### src/hdl/mdr_pkg.sv
// ----------------------------------------------------------------------------
// mdr_pkg
// Shared widths, status codes and beat types of the multiply-divide unit.
// ----------------------------------------------------------------------------
package mdr_pkg;

    localparam int OPERAND_WIDTH = 64;
    localparam int W  = OPERAND_WIDTH;
    localparam int H  = W / 2;          // low half of a factor
    localparam int HU = W - H;          // high half of a factor
    localparam int XW = 64;             // width of the operand ports
    localparam int STAGES = 2 * W;      // one quotient bit per divider stage
    localparam int QDEPTH = 4;
    localparam int QPW = $clog2(QDEPTH);

    typedef enum logic [1:0] {
        ST_OK       = 2'd0,
        ST_OVERFLOW = 2'd1,
        ST_INVALID  = 2'd2
    } t_status;

    // Beat passed from the front part to the divider.
    typedef struct packed {
        logic [2*W-1:0] dividend;
        logic [W-1:0]   divisor;
        logic           sgn;
        logic           inv;
    } t_div_item;

    typedef struct packed {
        logic up;
        logic sgn;
        logic inv;
    } t_ctl;

endpackage

### src/hdl/mdr_queue.sv
// ----------------------------------------------------------------------------
// mdr_queue
// Short queue of product beats between the front part and the divider.
// ----------------------------------------------------------------------------
module mdr_queue import mdr_pkg::*; (
    input  logic       i_clk,
    input  logic       i_rst_n,
    input  logic       i_push,
    input  t_div_item  i_item,
    output logic       o_full,
    input  logic       i_pop,
    output logic       o_empty,
    output t_div_item  o_item
);

    t_div_item       r_mem [QDEPTH];
    logic [QPW-1:0]  r_wp, r_rp;
    logic [QPW:0]    r_cnt;
    logic            do_push, do_pop;

    assign o_full  = (r_cnt == (QPW+1)'(QDEPTH));
    assign o_empty = (r_cnt == '0);
    assign do_push = i_push && !o_full;
    assign do_pop  = i_pop && !o_empty;
    assign o_item  = r_mem[r_rp];

    always_ff @(posedge i_clk) begin
        if (!i_rst_n) begin
            r_wp  <= '0;
            r_rp  <= '0;
            r_cnt <= '0;
        end else begin
            if (do_push) r_wp <= r_wp + QPW'(1);
            if (do_pop)  r_rp <= r_rp + QPW'(1);
            r_cnt <= r_cnt + (QPW+1)'(do_push) - (QPW+1)'(do_pop);
        end
    end

    always_ff @(posedge i_clk) begin
        if (do_push) r_mem[r_wp] <= i_item;
    end

endmodule

### config.mk
export PLATFORM = sky130hd
export DESIGN_NAME = mdr_queue
export DESIGN_NICKNAME = d
export VERILOG_FILES = /design/src/hdl/mdr_pkg.sv /design/src/hdl/mdr_queue.sv
export SDC_FILE = /design/constraint.sdc
export NUM_CORES = 1
export LEC_CHECK = 0
export BUFFER_PORTS_ARGS = -buffer_cell sky130_fd_sc_hd__buf_2
export CAP_MARGIN = 10
export CORE_AREA = 2 2 341 343
export CTS_CLUSTER_SIZE = 24
export DETAILED_ROUTE_END_ITERATION = 8
export DIE_AREA = 0 0 343 345
export GPL_ROUTABILITY_DRIVEN = 0
export HOLD_SLACK_MARGIN = 0.15
export PLACE_DENSITY_LB_ADDON = 0.1
export SYNTH_ARGS = -nofsm -noshare
export SYNTH_HDL_FRONTEND = slang
export SYNTH_SLANG_ARGS = --single-unit
### constraint.sdc
create_clock -name i_clk -period 10 [get_ports i_clk]
set_clock_uncertainty 0.1 [all_clocks]
set_input_delay 0.5 -clock i_clk [delete_from_list [all_inputs] [get_ports i_clk]]
set_output_delay 0.5 -clock i_clk [all_outputs]
set_load 0.02 [all_outputs]
== After elaboration in Yosys (flattened, before gate mapping) ==
Memories as Yosys holds them, arrays and structs flattened. A register that Yosys moved wholly into a read port is not among the register bits.
Index checks and enable logic that the tools add are counted.

* Register bits: 7
* Memory bits (writable): 776
* Bits of input ports: 198
* Output and inout port bits: 196
* Memories: 1

* Add/subtract/negate cells: 4
* Eq/ne operators: 1
* Muxes and demuxes: 4
* Reduce and logical (&&, ||, !) cells: 5

{| class="wikitable"
|+ Memories
! memory !! words !! bits a word !! read ports !! clocked after memory_dff !! wr ports !! RTL line !! text
|-
| r_mem || 4 || 194 || 1 || 1 || 1 || mdr_queue.sv:16 || <nowiki>t_div_item r_mem [QDEPTH];</nowiki>
|}

{| class="wikitable"
|+ Operators by type and width
! operator !! count
|-
| $add A2 B1 Y2 const B || 2
|-
| $mux W2 || 2
|-
| $add A3 B1 Y3 || 1
|-
| $eq A3 B3 Y1 const B || 1
|-
| $logic_not A3 Y1 || 1
|-
| $sub A3 B1 Y3 || 1
|-
| $logic_and A1 B1 Y1 || 2
|-
| $logic_not A1 Y1 || 2
|-
| $mux W1 || 2
|}

== Logic depth before layout (Yosys ltp) ==
Gate-level depths: netlist of the first run.

* Word-level depth: 5
* Depth in mapped cells: 11
* Depth with buffers taken out: 10

== Worst setup path after synthesis of the first run ==
OpenSTA, ideal clock, no wires.

* Kind: register -> register
* Start: register r_cnt[2]
* End: memory r_mem[0][0] (netlist bit) (enable)
* Library setup time: 578 ps
* Arrival time: 5,333 ps
* Data required time: 9,322 ps
* Path slack: 3,989 ps
* Stages on the path, launching flop included: 5
* Path buffers: 1
* Path through: dfxtp_1 -> nor3b_1 -> nor2b_1 -> clkbuf_1 -> and2_1

* Word-level cells in the longest chain between the ends: 5

{| class="wikitable"
|+ Ends and longest elaborated chain
! item !! RTL line !! text
|-
| start: declaration || mdr_queue.sv:18 || <nowiki>logic [QPW:0] r_cnt;</nowiki>
|-
| start signal: assignment || mdr_queue.sv:35 || <nowiki>r_cnt <= r_cnt + (QPW+1)'(do_push) - (QPW+1)'(do_pop);</nowiki>
|-
| $eq A3 B3 Y1 || mdr_queue.sv:21 || <nowiki>assign o_full = (r_cnt == (QPW+1)'(QDEPTH));</nowiki>
|-
| via o_full || mdr_queue.sv:10 || <nowiki>output logic o_full,</nowiki>
|-
| $logic_not A1 Y1 || mdr_queue.sv:23 || <nowiki>assign do_push = i_push && !o_full;</nowiki>
|-
| $logic_and A1 B1 Y1 || mdr_queue.sv:23 ||
|-
| $mux W1 || mdr_queue.sv:40 || <nowiki>if (do_push) r_mem[r_wp] <= i_item;</nowiki>
|-
| $mux W1 (implied by the code) || mdr_queue.sv:40 ||
|-
| end: declaration || mdr_queue.sv:16 ||
|}

The timed path passes the listed nets, and every way through them passes these cells.

==> flow_summary.json, run 1 <==
{
  "ctsHoldBuffers": 196,
  "cp_max_fo": 57,
  "gr-total-overflow": 0,
  "worstReg2RegEnd": "r_mem[0][155]",
  "crit_slowest_cell": "buf_4",
  "grt_usage_pct": 11.32,
  "cts_htree_levels": 3,
  "critPathLaunchType": "flip-flop",
  "top_usage_layer": "met2",
  "ioPinCount": 394,
  "fill_cells": 11170,
  "insertion_delay_ps": 650,
  "dr.pass1.iters": 6,
  "cp-end-kind": "primary output",
  "slew_violations": 0,
  "wire_per_inst_um": 20.33,
  "crit_top_cell": "buf_4",
  "grt_pass1_vias": 14820,
  "fmax_ghz": 0.2276,
  "tightest_slew_ps": 985.6,
  "grt_setup_unrepaired": "false",
  "die_w_um": 343,
  "clock_path_buffers": 3,
  "fp-row-count": 125,
  "p_per_area_nw_per_um2": 252.2,
  "netlist_top_cells_area": "edfxtp_1 (82%), mux4_2 (15%), buf_6 (0.75%)",
  "drc": 0,
  "finalSetupTns_ps": 0,
  "instances_no_fill": 3315,
  "use_met2_pct": 18.85,
  "use_met1_pct": 14.01,
  "finalHoldViolCount": 0,
  "critPathBufInv": 3,
  "fin_crit_ps": 4393,
  "cts_tree": "done",
  "syn_area_per_cell_um2": 26.74,
  "clockRootBuffer": "clkbuf_16",
  "crit_required_ps": 9400,
  "use_met3_pct": 3.396,
  "initialDrtViolationCount": 737,
  "cpPeakStageDelay_ps": 840,
  "synthesis.instances": 1065,
  "irDropWorstVdd_uv": 159.5,
  "synthMostInstantiatedCell": "edfxtp_1",
  "synth.distinct_cells": 20,
  "grt_antenna_before_repair": 6,
  "hold_end": "r_wp[0]",
  "dpl.hpwl_um": 38750,
  "worstPathArrival_ps": 3790,
  "slew_headroom_pct": 34.29,
  "die_h_um": 345,
  "synth_edf_count": 776,
  "ys_ff_latch": 785,
  "setup_viol": 0,
  "via_per_inst": 4.052,
  "wl_um": 67410,
  "synth_ff_type": "edfxtp_1",
  "cts_sinks": 785,
  "clk_pin_slew_worst_paths_ps": 50,
  "start_util_pct": 24.74,
  "io_buffers": 393,
  "syn-num-nets": 1270,
  "yosysWarnings": 0,
  "path_cells": "buf_4, buf_4, mux4_2, buf_2",
  "dieArea_um2": 118300,
  "numCtsBuffers": 92,
  "yosysTopAreaCellShare_pct": 81.82,
  "netlist_area_um2": 28480,
  "ant_nets": 0,
  "hold-worst-slack_ps": 254.8,
  "grt_pass1_wl_um": 98990,
  "core_area_um2": 115100,
  "drive_gt1_share_pct": 40.85,
  "outcome": "finished, final reports clean",
  "rr_startpoint": "r_cnt[2]",
  "grt_max_degree": 102,
  "async_flop_share_pct": 0,
  "synth_top_cell_by_area": "edfxtp_1",
  "worstHoldPathType": "input pin to flip-flop",
  "post_cts_resized": 0,
  "holdPathStages": 3,
  "p_leak_nw": 12.18,
  "cp_top_family": "buffers and inverters",
  "syn_to_final_growth_pct": 30.03,
  "cts_setup_buffers": 0,
  "dp.cells": 2950,
  "path_class": "flip-flop to primary output",
  "r2r_slack_ps": 6820,
  "synth_seq_area_share_pct": 82.45,
  "timing.final.crit_share_pct": 43.93,
  "vias": 13430,
  "synth_common_cells": "edfxtp_1 (776), mux4_2 (194), buf_2 (21)",
  "nNetsFinal": 1921,
  "min_from": "i_push",
  "maxCapViolations": 0,
  "rr_worst_depth": 4
}
==> cell type report <==
| class | instances | area [um2] | area share, % |
|---|---|---|---|
| sequential | 785 | 23490 | 63.43 |
| multi-input combinational | 228 | 4643 | 12.54 |
| timing repair buffer | 603 | 4109 | 11.10 |
| clock buffer | 116 | 2414 | 6.518 |
| tap | 1524 | 1907 | 5.149 |
| clock inverter | 49 | 436.7 | 1.179 |
| inverter | 6 | 22.52 | 0.06082 |
| antenna | 4 | 10.01 | 0.02703 |
==> cells by family after synthesis <==
group	synth area share, %
simple gates	0.3822
flops	82.45
fa+ha+maj	0.3339
compound gates	0.07907
buf+inv	1.278
mux	15.41
xor+xnor	0.06152
==> stage by stage <==
stage                     utilization (%)  power [W]  cell area, um2  setup WS [ps]
final                               32.17   0.009341           37030           5607
after global routing                32.17   0.009795           37030           5348
after CTS                           32.16   0.009582           37020           5367
after detailed placement            27.98   0.006276           32210           6114
after global placement              27.98   0.006267           32210           6129
after floorplan                         -   0.005570           28480           3989
==> flip-flops by register name (all words and copies together) (netlist names), named ones only <==
| register | count |
|---|---|
| r_mem | 776 |
| r_cnt | 3 |
| r_rp | 2 |
| r_wp | 2 |
==> layout by cell type, fill, tap and decap left out, types with 2 or more instances in the layout <==
cell type and n:
inv_16 2, dfxtp_1 7, inv_1 6, buf_4 8
buf_2 393, o21ai_0 3, dlygate4sd3_1 196, clkbuf_1 23
clkinvlp_4 5, mux4_2 194, mux2i_1 2, edfxtp_1 776
clkbuf_16 93, dfxtp_4 2, nor2b_1 2, and2_4 4
inv_6 3, buf_12 6, bufinv_16 5, ha_1 6
nand2_1 6, xnor2_1 2, clkinv_2 13, diode_2 4
clkinv_1 19, and2_1 3
==> layer usage <==
layer | share of wire (%) | up-vias
li1 | - | 5939
met1 | 42 | 7033
met2 | 49 | 339
met3 | 5.6 | 115
met4 | 2.7 | 6
met5 | 0.050 | -
==> worst max-delay path by stage <==
stage / slack, ps / start / cells after the start / to
floorplan: 3990 / r_cnt[2] / 4 / r_mem[0][0]
global placement: 6130 / flip-flop / 4 / o_item[187]
detailed placement: 6110 / flip-flop / 4 / o_item[139]
CTS: 5370 / flip-flop / 4 / o_item[139]
global route: 5350 / flip-flop / 4 / o_item[139]
finish: 5610 / flip-flop / 4 / o_item[158]
==> power by group <==
group          switching (W)  internal (W)
Sequential          0.000103       0.00399
Combinational        0.00124      0.000836
Clock                0.00132       0.00184
==> worst min-delay path: cells and delay by family <==
family,cells,cell delay [ps]
buffers and inverters,1,90
multiplexers,1,150
AND/OR/NAND/NOR,1,210
Power figures use the tool's default switching activity.
==> run 2, diff against run 1 <==
==> constraint.sdc (replaced) <==
create_clock -name i_clk -period 4.52 [get_ports i_clk]
set_clock_uncertainty 0.1 [all_clocks]
set_input_delay 0.226 -clock i_clk [delete_from_list [all_inputs] [get_ports i_clk]]
set_output_delay 0.226 -clock i_clk [all_outputs]
set_load 0.02 [all_outputs]
==> run 2 against run 1 <==
Against the previous run:
- total power is 130% higher
- final cell count is 1.8% higher
- register-to-register slack worse by 5000 ps
- critical path depth is 1 lower
- sequential power is 120% higher
- sequential share of layout area is 1.3 points lower
- routed wire length is 6.6% higher
- clock power is 130% higher
- non-clock buffer count is 55 higher
- critical endpoint is now o_item[52]
- largest cell class unchanged
- highest routed layer unchanged
==> flow_summary.json, run 2 (synthesis gave the netlist of run 1 again) <==
{
  "outcome": "finished, final reports clean",
  "slew_violations": 0,
  "top_register": "r_mem",
  "dpl_cell_area_um2": 32740,
  "vias": 13830,
  "core_area_um2": 115100,
  "finalHoldViolCount": 0,
  "path_class": "flip-flop to primary output",
  "fp-row-count": 125,
  "use_met3_pct": 3.479,
  "ctsHoldBuffers": 209,
  "final_cell_mix": "edfxtp_1 (776), buf_2 (393), dlygate4sd3_1 (209)",
  "grt_antenna_before_repair": 7,
  "stdcell_area_um2": 37790,
  "largest_reg_flops": 776,
  "post_cts_resized": 0,
  "grt_pass1_vias": 15410,
  "clk_pin_slew_worst_paths_ps": 60,
  "tightest_slew_ps": 976.7,
  "grt_setup_unrepaired": "false",
  "cts_htree_levels": 3,
  "clkPwrFrac_pct": 34.0,
  "cp_max_fo": 31,
  "ioPinCount": 394,
  "slew_headroom_pct": 34.89,
  "start_util_pct": 24.74,
  "reg.largest.list": "r_mem x776, r_cnt x3",
  "grt_max_degree": 56,
  "swShare_pct": 28.72,
  "gr-total-overflow": 0,
  "numCtsBuffers": 93,
  "dieArea_um2": 118300,
  "wl_um": 71870,
  "drive_gt1_share_pct": 42.18,
  "cell_internal_pwr_w": 0.01502,
  "die_w_um": 343,
  "p_total_w": 0.02108,
  "worstPathArrival_ps": 2800,
  "clock_path_buffers": 3,
  "dr.pass1.iters": 4,
  "ant_nets": 0,
  "setup_viol": 0,
  "insertion_delay_ps": 640,
  "crit_required_ps": 4190,
  "worstHoldPathType": "input pin to flip-flop",
  "final_util_pct": 32.83,
  "use_met2_pct": 19.42,
  "final_common_cell": "edfxtp_1",
  "maxCapViolations": 0,
  "irDropWorstVdd_uv": 285.2,
  "grt_usage_pct": 12.11,
  "top_usage_layer": "met2",
  "critPathLaunchType": "flip-flop",
  "dpl.hpwl_um": 45150,
  "initialDrtViolationCount": 781,
  "cts_setup_buffers": 0,
  "timing.final.crit_share_pct": 69.08,
  "cts_sinks": 785,
  "use_met1_pct": 15.79,
  "wire_per_inst_um": 21.29,
  "die_h_um": 345,
  "io_buffers": 393,
  "seq_power_share_pct": 43.0,
  "drc": 0,
  "p_leak_nw": 12.55,
  "power_frac_comb_pct": 23.0,
  "syn_to_final_growth_pct": 32.70,
  "nNetsFinal": 1977,
  "cp-end-kind": "primary output",
  "finalSetupTns_ps": 0,
  "finalWorstSetupSlack_ps": 1398,
  "switchingPower_w": 0.006054,
  "fin_crit_ps": 3122,
  "fmax_ghz": 0.3203,
  "post-place-ws_ps": 1714,
  "p_per_area_nw_per_um2": 557.7,
  "grt_pass1_wl_um": 104800,
  "clockRootBuffer": "clkbuf_16",
  "cts_tree": "done",
  "via_per_inst": 4.097
}
## run 2: final timing paths
check        startpoint           end  slack (ps)  depth (start not counted)
max           flip-flop    o_item[52]        1400                          3
min          i_item[13]  r_mem[0][13]         220                          2
max reg2reg    r_cnt[2]  r_mem[3][90]        1830                          4
min reg2reg     r_rp[1]     flip-flop         400                          2
## run 2: critical path, cell delays in order, from the launching register on
cell	delay, ps
dfxtp_4	880
buf_4	450
mux4_2	580
buf_2	180
## run 2: power by group through the flow
stage          registers [W]  clock network [W]  logic, W
2_1_floorplan        0.00914                  0   0.00310
3_3_place_gp         0.00922                  0   0.00489
3_5_place_dp         0.00925                  0   0.00488
4_1_cts              0.00910            0.00745   0.00506
5_1_grt              0.00915            0.00770   0.00524
6_report             0.00907            0.00716   0.00485
## run 2: stage by stage
stage	hold WS (ps)	cells
global route	184.3	3376
detailed placement	342.7	2992
global placement	337.4	2992
floorplan	224.9	1065
CTS	150.4	3373
finish	218.2	3376
## run 2: layer usage
layer	share of wire [%]	vias to the layer above
li1	-	6054
met1	43	7288
met2	48	376
met3	6.6	106
met4	2.2	8
met5	0.071	-
## run 2: area by class of cell
cell class	count	area, um2
sequential	785	23490
multi-input combinational	228	4643
antenna	3	7.507
fill	11120	77320
clock inverter	56	499.2
clock buffer	116	2456
tap	1524	1907
inverter	6	22.52
timing repair buffer	658	4767
==> run 3, diff against run 2 <==
==> constraint.sdc (replaced) <==
create_clock -name i_clk -period 3.15 [get_ports i_clk]
set_clock_uncertainty 0.1 [all_clocks]
set_input_delay 0.1575 -clock i_clk [delete_from_list [all_inputs] [get_ports i_clk]]
set_output_delay 0.1575 -clock i_clk [all_outputs]
set_load 0.02 [all_outputs]
==> run 3 against run 2 <==
Against the previous run:
- first-iteration DRC count fell by 3.1%
- total power is 46% higher
- global-route usage hardly changed
- register-to-register slack lost 1100 ps
- cell area up 4.5%
- die area unchanged
- via count up 4.1%
- core utilization up 1.5 points
- routed wire length shrank 0.77%
- combinational power up 48%
- non-clock buffer count rose by 158
- clock-buffer cell count shrank 5
- critical endpoint is now o_item[68]
==> flow_summary.json, run 3 (synthesis gave the netlist of run 1 again) <==
{
  "crit_slowest_cell": "mux4_2",
  "wl_um": 71310,
  "fmax_ghz": 0.3671,
  "post-place-ws_ps": 749.9,
  "top_register": "r_mem",
  "drc": 0,
  "drive_gt1_share_pct": 39.75,
  "fill_cells": 11090,
  "core_area_um2": 115100,
  "cp_max_fo": 20,
  "ioPinCount": 394,
  "gr-total-overflow": 0,
  "timing.final.crit_share_pct": 86.47,
  "fp-row-count": 125,
  "fin_crit_ps": 2724,
  "grt_setup_unrepaired": "false",
  "grt_usage_pct": 12.11,
  "irDropWorstVdd_uv": 401.4,
  "cp-end-kind": "primary output",
  "ant_nets": 0,
  "vias": 14400,
  "finalSetupTns_ps": 0,
  "worstPathArrival_ps": 2470,
  "path_class": "flip-flop to primary output",
  "dr.pass1.iters": 5,
  "reg.largest.list": "r_mem x776, r_cnt x3",
  "cp_top_family": "buffers and inverters",
  "clock_path_buffers": 3,
  "dpl.hpwl_um": 44120,
  "insertion_delay_ps": 660,
  "wire_per_inst_um": 20.16,
  "start_util_pct": 24.74,
  "multi_input_area_um2": 4643,
  "use_met1_pct": 15.08,
  "die_h_um": 345,
  "clk_pin_slew_worst_paths_ps": 60,
  "numCtsBuffers": 93,
  "largest_reg_flops": 776,
  "slew_violations": 0,
  "cts_setup_buffers": 0,
  "setup_viol": 0,
  "path_cells": "buf_12, buf_4, mux4_2, buf_2",
  "grt_max_degree": 61,
  "use_met3_pct": 3.671,
  "crit_required_ps": 2890,
  "grt_antenna_before_repair": 6,
  "cpPeakStageDelay_ps": 570,
  "grt_pass1_wl_um": 106200,
  "dieArea_um2": 118300,
  "initialDrtViolationCount": 757,
  "tightest_slew_ps": 669.5,
  "use_met2_pct": 20.03,
  "cts_htree_levels": 3,
  "slew_headroom_pct": 55.37,
  "cts_sinks": 785,
  "p_per_area_nw_per_um2": 777.7,
  "worstReg2RegEnd": "r_cnt[2]",
  "cts_tree": "done",
  "clockRootBuffer": "clkbuf_16",
  "rr_worst_depth": 9,
  "finalHoldViolCount": 0,
  "die_w_um": 343,
  "io_buffers": 393,
  "p_leak_nw": 13.32,
  "maxCapViolations": 0,
  "nNetsFinal": 2135,
  "critPathLaunchType": "flip-flop",
  "via_per_inst": 4.070,
  "rr_startpoint": "r_cnt[1]",
  "ctsHoldBuffers": 357,
  "final_common_cell": "edfxtp_1",
  "seq_area_um2": 23490,
  "critPathBufInv": 3,
  "syn_to_final_growth_pct": 38.67,
  "min_from": "i_item[180]",
  "hold_end": "r_mem[0][180]",
  "top_usage_layer": "met2",
  "holdPathStages": 2,
  "post_cts_resized": 0,
  "worstHoldPathType": "input pin to flip-flop",
  "outcome": "finished, final reports clean",
  "r2r_slack_ps": 740,
  "final_cell_mix": "edfxtp_1 (776), buf_2 (393), dlygate4sd3_1 (357)",
  "grt_pass1_vias": 16400,
  "finalWorstSetupSlack_ps": 426.1
}
## run 3: metal layers
metal / wire length (um) / part of all wire (%)
met4: 1591 / 2.2
met3: 4958 / 7.0
met5: 34 / 0.048
met2: 35240 / 49
met1: 29480 / 41
## run 3: layout make-up
| cell class | count | area share, % |
|---|---|---|
| well taps | 1524 | 4.828 |
| inverters | 6 | 0.05703 |
| repair buffers | 816 | 16.11 |
| diodes | 3 | 0.01901 |
| clock buffers | 111 | 6.168 |
| clock inverters | 64 | 1.587 |
| multi-input cells | 228 | 11.76 |
| flip-flops and latches | 785 | 59.48 |
## run 3: worst reg2reg max path, cell delays in order (launching register included)
cell and delay (ps):
dfxtp_1 320, nor3_1 400, nor2b_1 130, ha_1 310
inv_1 40, ha_1 180, fa_1 400, xnor2_1 150
xnor2_1 120, and2_1 150
## run 3: metrics by stage
step                power [W]  instances  area, um2  hold WS, ps  utilization (%)
floorplan             0.01756       1065      28480        156.4                -
global placement      0.02021       3002      32850        267.0            28.54
detailed placement    0.02025       3002      32850        274.4            28.54
CTS                   0.03147       3534      39490        150.9            34.30
global route          0.03221       3536      39490        165.4            34.31
finish                0.03071       3537      39490        199.2            34.31
## run 3: power breakdown
group / switching [W] / internal, W / total, W
combinational: 0.00418 / 0.00302 / 0.00720
sequential: 0.000247 / 0.0127 / 0.0129
clock: 0.00426 / 0.00635 / 0.0106
## run 3: how the worst max path moves through the flow
| stage | startpoint | endpoint | slack, ps | depth (start not counted) |
|---|---|---|---|---|
| final | flip-flop | o_item[68] | 430 | 4 |
| after global routing | flip-flop | o_item[14] | 220 | 4 |
| after CTS | flip-flop | o_item[68] | 260 | 4 |
| after detailed placement | r_cnt[1] | r_cnt[2] | 750 | 9 |
| after global placement | r_cnt[1] | r_cnt[2] | 800 | 9 |
| after floorplan | r_cnt[2] | r_mem[0][0] | -690 | 4 |
